`config.mk`:
```
export PLATFORM = sky130hd
export DESIGN_NAME = page_slot_hash_map
export DESIGN_NICKNAME = d
export VERILOG_FILES = /design/src/rtl/psm_pkg.sv /design/src/rtl/psm_front.sv /design/src/rtl/psm_back.sv /design/src/rtl/page_slot_hash_map.sv
export SDC_FILE = /design/constraint.sdc
export NUM_CORES = 2
export LEC_CHECK = 0
export BUFFER_PORTS_ARGS = -buffer_cell sky130_fd_sc_hd__clkbuf_2
export CAP_MARGIN = 20
export CORE_MARGIN = 2
export CORE_UTILIZATION = 35
export DETAILED_ROUTE_END_ITERATION = 6
export HOLD_SLACK_MARGIN = 0.05
export MAX_ROUTING_LAYER = met4
export PLACE_DENSITY = 0.63
export SETUP_SLACK_MARGIN = 0.02
export SLEW_MARGIN = 20
export SYNTH_ARGS = -nofsm -noshare
export SYNTH_HDL_FRONTEND = slang
export SYNTH_SLANG_ARGS = --single-unit
export TNS_END_PERCENT = 20
```
`constraint.sdc`:
```
create_clock -name i_clk -period 3.95 [get_ports i_clk]
set_clock_uncertainty 0.05 [all_clocks]
set_input_delay 0.1975 -clock i_clk [delete_from_list [all_inputs] [get_ports i_clk]]
set_output_delay 0.1975 -clock i_clk [all_outputs]
set_load 0.02 [all_outputs]
```
`src/rtl/psm_pkg.sv`:
```
// Package for the page slot map: sizes, opcode and status codes, shared request struct.
// No dependencies.
`default_nettype none
package psm_pkg;
    localparam int Entries = 64;
    localparam int IdxW = $clog2(Entries);
    localparam int CntW = $clog2(Entries + 1);
    localparam int KeyW = 48;
    localparam int SlotW = 6;

    localparam logic [1:0] OpFind   = 2'd0;
    localparam logic [1:0] OpInsert = 2'd1;
    localparam logic [1:0] OpErase  = 2'd2;

    localparam logic [1:0] StOk      = 2'd0;
    localparam logic [1:0] StNotFnd  = 2'd1;
    localparam logic [1:0] StPresent = 2'd2;
    localparam logic [1:0] StFull    = 2'd3;

    typedef struct packed {
        logic [1:0]       opcode;
        logic [KeyW-1:0]  key;
        logic [SlotW-1:0] slot;
    } t_req;
endpackage
`default_nettype wire

```
`src/rtl/psm_front.sv`:
```
// Front end: accepts request beats and queues them (two-entry FIFO).
// Depends on psm_pkg.
`default_nettype none
module psm_front (
    input  wire                 i_clk,
    input  wire                 i_rst_n,
    input  wire                 i_valid,
    output logic                o_ready,
    input  psm_pkg::t_req       i_req,
    output logic                o_valid,
    input  wire                 i_ready,
    output psm_pkg::t_req       o_req
);
    psm_pkg::t_req r_q [2];
    logic          r_wp, r_rp;
    logic [1:0]    r_cnt;
    logic          w_push, w_pop;

    assign o_ready = (r_cnt != 2'd2);
    assign o_valid = (r_cnt != 2'd0);
    assign o_req   = r_q[r_rp];
    assign w_push  = i_valid && o_ready;
    assign w_pop   = o_valid && i_ready;

    always_ff @(posedge i_clk) begin
        if (w_push) begin
            r_q[r_wp] <= i_req;
        end
        if (!i_rst_n) begin
            r_wp <= 1'b0;
            r_rp <= 1'b0;
            r_cnt <= 2'd0;
        end else begin
            if (w_push) r_wp <= ~r_wp;
            if (w_pop) r_rp <= ~r_rp;
            r_cnt <= r_cnt + {1'b0, w_push} - {1'b0, w_pop};
        end
    end
endmodule
`default_nettype wire

```
`src/rtl/psm_back.sv`:
```
// Back end: scans the entry store one entry per cycle, then applies the request.
// Depends on psm_pkg.
`default_nettype none
module psm_back (
    input  wire              i_clk,
    input  wire              i_rst_n,
    input  wire              i_valid,
    output logic             o_ready,
    input  psm_pkg::t_req    i_req,
    output logic             o_valid,
    input  wire              i_ready,
    output logic [1:0]       o_status,
    output logic [psm_pkg::SlotW-1:0] o_slot
);
    typedef enum logic [1:0] {S_IDLE, S_SCAN, S_APPLY, S_OUT} t_state;
    t_state r_state;
    psm_pkg::t_req r_req;
    logic [psm_pkg::Entries-1:0] r_valid;
    logic [psm_pkg::KeyW-1:0]  r_key  [psm_pkg::Entries];
    logic [psm_pkg::SlotW-1:0] r_slotm [psm_pkg::Entries];
    logic [psm_pkg::CntW-1:0]  r_idx;
    logic [psm_pkg::IdxW-1:0]  r_hit, r_free;
    logic r_hit_ok, r_free_ok;
    logic [psm_pkg::KeyW-1:0]  r_rkey;
    logic [psm_pkg::SlotW-1:0] r_rslot;
    logic r_rvalid, r_rd;
    logic [psm_pkg::IdxW-1:0]  r_ridx;
    logic [psm_pkg::IdxW-1:0]  w_i;

    assign w_i = r_idx[psm_pkg::IdxW-1:0];
    assign o_ready = (r_state == S_IDLE);
    assign o_valid = (r_state == S_OUT);

    always_ff @(posedge i_clk) begin
        // registered memory read, one entry per cycle
        r_rkey  <= r_key[w_i];
        r_rslot <= r_slotm[w_i];
        r_rvalid <= r_valid[w_i];
        r_ridx <= w_i;
        if (r_state == S_APPLY && r_req.opcode == psm_pkg::OpInsert
            && !r_hit_ok && r_free_ok) begin
            r_key[r_free]   <= r_req.key;
            r_slotm[r_free] <= r_req.slot;
        end
        if (!i_rst_n) begin
            r_state <= S_IDLE;
            r_valid <= '0;
            r_rd <= 1'b0;
        end else begin
            unique case (r_state)
                S_IDLE: begin
                    if (i_valid) begin
                        r_req <= i_req;
                        r_idx <= '0;
                        r_rd <= 1'b0;
                        r_hit_ok <= 1'b0;
                        r_free_ok <= 1'b0;
                        r_state <= S_SCAN;
                    end
                end
                S_SCAN: begin
                    if (r_idx < psm_pkg::CntW'(psm_pkg::Entries)) begin
                        r_idx <= r_idx + 1'b1;
                    end
                    r_rd <= (r_idx < psm_pkg::CntW'(psm_pkg::Entries));
                    if (r_rd) begin
                        if (r_rvalid && r_rkey == r_req.key && !r_hit_ok) begin
                            r_hit_ok <= 1'b1;
                            r_hit <= r_ridx;
                            o_slot <= r_rslot;
                        end
                        if (!r_rvalid && !r_free_ok) begin
                            r_free_ok <= 1'b1;
                            r_free <= r_ridx;
                        end
                    end
                    if (r_rd && r_idx == psm_pkg::CntW'(psm_pkg::Entries)) begin
                        r_state <= S_APPLY;
                    end
                end
                S_APPLY: begin
                    if (!(r_req.opcode == psm_pkg::OpFind && r_hit_ok)) o_slot <= '0;
                    unique case (r_req.opcode)
                        psm_pkg::OpFind: begin
                            if (r_hit_ok) o_status <= psm_pkg::StOk;
                            else o_status <= psm_pkg::StNotFnd;
                        end
                        psm_pkg::OpInsert: begin
                            if (r_hit_ok) o_status <= psm_pkg::StPresent;
                            else if (!r_free_ok) o_status <= psm_pkg::StFull;
                            else begin
                                o_status <= psm_pkg::StOk;
                                r_valid[r_free] <= 1'b1;
                            end
                        end
                        psm_pkg::OpErase: begin
                            if (r_hit_ok) begin
                                o_status <= psm_pkg::StOk;
                                r_valid[r_hit] <= 1'b0;
                            end else begin
                                o_status <= psm_pkg::StNotFnd;
                            end
                        end
                        default: o_status <= psm_pkg::StNotFnd;
                    endcase
                    r_state <= S_OUT;
                end
                S_OUT: if (i_ready) r_state <= S_IDLE;
                default: r_state <= S_IDLE;
            endcase
        end
    end
endmodule
`default_nettype wire

```
`src/rtl/page_slot_hash_map.sv`:
```
// Top level of the page slot map: request queue front end plus scanning back end.
// Depends on psm_pkg, psm_front, psm_back.
`default_nettype none
// Page slot map: maps a (file_id, page_number) key to a 6-bit buffer slot,
// up to 64 entries, each key at most once. Opcodes: find, insert, erase; every
// request beat gives exactly one result beat (status, slot_out). A two-deep
// request queue takes beats while the back end works. The back end reads the
// entry store one entry per cycle through a single read port, sweeping all
// entries for each request; the result sits in an output register until
// taken. Entry valid bits clear at reset; no clearing pass is needed.
module page_slot_hash_map (
    input  wire         i_clk,
    input  wire         i_rst_n,
    input  wire         i_valid,
    output logic        o_ready,
    input  wire  [1:0]  i_opcode,
    input  wire  [15:0] i_file_id,
    input  wire  [31:0] i_page_number,
    input  wire  [5:0]  i_slot_value,
    output logic        o_valid,
    input  wire         i_ready,
    output logic [1:0]  o_status,
    output logic [5:0]  o_slot_out
);
    psm_pkg::t_req w_in_req, w_q_req;
    logic w_q_valid, w_q_ready;

    assign w_in_req.opcode = i_opcode;
    assign w_in_req.key    = {i_file_id, i_page_number};
    assign w_in_req.slot   = i_slot_value;

    psm_front u_front (
        .i_clk(i_clk), .i_rst_n(i_rst_n),
        .i_valid(i_valid), .o_ready(o_ready), .i_req(w_in_req),
        .o_valid(w_q_valid), .i_ready(w_q_ready), .o_req(w_q_req)
    );

    psm_back u_back (
        .i_clk(i_clk), .i_rst_n(i_rst_n),
        .i_valid(w_q_valid), .o_ready(w_q_ready), .i_req(w_q_req),
        .o_valid(o_valid), .i_ready(i_ready),
        .o_status(o_status), .o_slot(o_slot_out)
    );

    // a failed find or any non-ok status carries a zero slot
    a_slot_zero: assert property (@(posedge i_clk) disable iff (!i_rst_n)
        o_valid && o_status != psm_pkg::StOk |-> o_slot_out == 6'd0)
        else $error("nonzero slot on failed request");
    // result holds while stalled
    a_hold: assert property (@(posedge i_clk) disable iff (!i_rst_n)
        o_valid && !i_ready |=> o_valid && $stable(o_status) && $stable(o_slot_out))
        else $error("result changed while stalled");
endmodule
`default_nettype wire
```
==> metrics <==
status finished clean; routed len/inst 32.6 um; first-pass GRT wire length 578,000 um; Worst Hold Class primary input to flip-flop; HPWL Detailed 242,000 um; Place WS -0.258 ns; Worst path depth 6; DR iter-0 viols 10.1k; Avg Cell Area, Syn 22.3 um2; Hold Path Stages 2; Reg2Reg Setup Slack 0.12 ns; Sw Pwr 31.0 mW; worst vdd ir 0.470 mV; total power 108 mW; Most Used Layer, Global Route met2; WL final 420,000 um; RSZ-0062 raised after global routing false; Crit path max-delay family simple AND/OR/NAND/NOR gates; number of synthesized flops with an enable pin 3,653; sequential cell area 112,000 um2; nets 7,194; Post-Synthesis Net Count 6,506; hold_ws 0.0907 ns; GRT Util Overall 0.204; design area 169,000 um2; Int Power 77.1 mW; Vias 73.7k; Final setup viols 0; Worst setup endpoint u_back.o_slot[3]; Initial Util 0.351; area delta synth->final 17.3%; fin. max-slew vios 0; reg-to-reg endpoint u_back.o_slot[3]; # IOs 70; M1 GR Usage 0.262; routing usage on met2 0.324; Post-DP Area 155,000 um2; post-layout min period 3.83 ns; Top cell by count, worst path or4_1; TritonCTS Buffers 382; via/cell ratio 5.71; start point of the critical path u_back.r_req[29]; P_leak 52.8 nW; Cell Chain, Critical Path xnor2_4 > nand4_1 > or4_1 > or4_1 > a211oi_1 > buf_4; Port Buffer Count 69; Fillers 35.2k; PwrDens 641 nW/um2; max incr delay on CP 0.80 ns; async set-reset flop share out of synthesis 0; Netlist cell types 65; largest net degree at the start of global routing 94; Final Hold Fails 0; flops & latches, synth 3,785; Tcrit/Tclk final 0.969; r2r startpoint u_back.r_req[29]; Comb pwr share 0.231; Final ANT Viol Nets 0; clock tree buffer depth 4; Die Height 645 um; CP Capture Type flip-flop; TritonCTS clock tree done; Clock Sinks 3,785; # Post-CTS Setup Buffers 0; final worst setup slack 0.124 ns; gr ovfl total 0; area of the multi-input gates 30,100 um2; Post-Synthesis Cells 6,438; clk_lat worst skew 1.01 ns; WS Path Type flip-flop to flip-flop; gpl congestion 0.860; Die Wd 645 um; R2R depth 6; headroom to the max-slew limit 0.187; initial antenna violation count 19; M3 GR Usage 0.0323; Required @ worst endpoint 4.55 ns; die area 416,000 um2; sequential power share 0.440; Peak Freq 0.261 GHz; Final Util 0.412; ys flop type edfxtp_1; Crit path arrival time 4.43 ns; Root Buffer clkbuf_16; core footprint 409,000 um2; 1st-pass router iterations 6; Synth Warn # 0; sw frac 0.287; Post-Syn Area 144,000 um2; post-synthesis sequential area ratio 0.781; Rows 235; CP Buf/Inv Count 1; worst-margin pin slew 1.22 ns; CTS HTree Levels 5; Max-Cap Viols 0; clock power share 0.330; share of layout cells above drive strength 1 0.283; Clock Pin Slew Worst Setup and Hold Paths 0.06 ns; number of global-route vias before repair 72.6k; CP max stage cell or4_1; startpoint types flip-flop; DRC viols 0; Max FO, Critical Path 6
==> cell families after synthesis <==
family | after synthesis | share of synthesized area
multiplexers | 1207 | 0.160
buffers and inverters | 358 | 0.0139
AO/OA/AOI/OAI | 547 | 0.0255
AND/OR/NAND/NOR | 476 | 0.0152
flip-flops | 3785 | 0.781
XOR/XNOR | 57 | 0.00347
adder cells (fa/ha/maj) | 8 | 0.000696
==> cells in the mapped netlist (14+ instances only) <==
library cell	instances	area share
a211oi_1	22	0.0011
a22oi_1	65	0.0034
dfxtp_1	132	0.018
a221oi_1	22	0.0013
mux2_2	57	0.0045
o221a_2	15	0.0012
a21oi_1	129	0.0045
nor2_1	204	0.0053
nor3_1	62	0.0022
buf_1	48	0.0013
edfxtp_1	3653	0.76
buf_2	66	0.0023
o21ai_0	82	0.0029
o221ai_1	61	0.0037
xor2_1	46	0.0028
nand2_1	94	0.0025
mux4_2	866	0.14
nand3_1	27	0.00094
buf_4	40	0.0021
a31oi_1	14	0.00061
o22ai_1	87	0.0038
buf_6	47	0.0037
clkbuf_1	137	0.0036
mux2i_1	283	0.020
==> power by group through the flow <==
stage,clock (mW),sequential [mW],combinational [mW]
final,35.6,47.5,24.9
after global routing,37.6,47.5,26.1
after CTS,36.1,47.5,24.9
after detailed placement,0,48.3,24.8
after global placement,0,48.3,24.5
after floorplan,0,49.1,14.3
==> cell usage in the layout, fill, tap and decap left out, types with 57 or more instances in the layout <==
master / n
edfxtp_1: 3653
mux4_2: 866
clkbuf_16: 388
buf_4: 295
mux2i_1: 283
buf_12: 169
dfxtp_1: 131
nor2_1: 129
a21oi_1: 129
dlygate4sd3_1: 114
nand2_1: 92
o22ai_1: 87
clkbuf_1: 87
clkinv_1: 85
o21ai_0: 82
nor2_4: 71
clkbuf_2: 69
a22oi_1: 65
clkinv_2: 63
nor3_1: 62
o221ai_1: 61
mux2_2: 57
==> sequential cells by signal, indices dropped and copies added, names as in the netlist, 6 cells and up <==
name / flops
u_back.o_slot: 6
u_back.r_free: 6
u_back.r_hit: 6
u_back.r_idx: 7
u_back.r_key: 3072
u_back.r_req: 56
u_back.r_ridx: 6
u_back.r_rkey: 48
u_back.r_rslot: 6
u_back.r_slotm: 384
u_back.r_valid: 64
u_front.r_q: 112
==> cell type report <==
| class | count | share of cell area |
|---|---|---|
| Inverter | 14 | 0.000386 |
| Timing Repair Buffer | 648 | 0.0420 |
| Tap cell | 5451 | 0.0404 |
| Clock buffer | 486 | 0.0604 |
| Antenna cell | 12 | 0.000178 |
| Clock inverter | 211 | 0.0125 |
| Sequential cell | 3785 | 0.666 |
| Multi-Input combinational cell | 2295 | 0.178 |
==> layer usage <==
metal	up-vias	wire, um
met3	796	39200
met1	39800	159000
met2	4348	204000
li1	28700	-
met4	0	18600
met5	-	0
==> through the flow <==
step,TNS (ns),std cells
3_3_place_gp,-3.67,12100
5_1_grt,0,12900
4_1_cts,0,12900
2_1_floorplan,-754.59,6438
6_report,0,12900
3_5_place_dp,-2.72,12100
==> worst reg2reg max path, cell delays in order, from the launching register on <==
cell	delay, ns
edfxtp_1	0.50
xnor2_4	0.37
nand4_1	0.33
or4_1	0.80
or4_1	0.81
a211oi_1	0.41
buf_4	0.22
==> worst min-delay path by stage <==
stage	slack [ns]	from	endpoint
floorplan	0.25	i_slot_value[0]	u_front.r_q[0][0]
global placement	0.34	i_page_number[25]	u_front.r_q[1][31]
detailed placement	0.34	i_page_number[9]	u_front.r_q[0][15]
CTS	0.1	i_page_number[23]	u_front.r_q[1][29]
global route	0.11	i_page_number[23]	u_front.r_q[0][29]
finish	0.09	i_page_number[23]	u_front.r_q[1][29]
==> repair_timing <==
item	in CTS	in global routing
gates cloned	0	0
setup endpoints to repair	14	1
hold buffers	114	0
gates resized for setup	2	1
hold endpoints to repair	235	0
No activity file was read; power rests on OpenSTA's default activity.
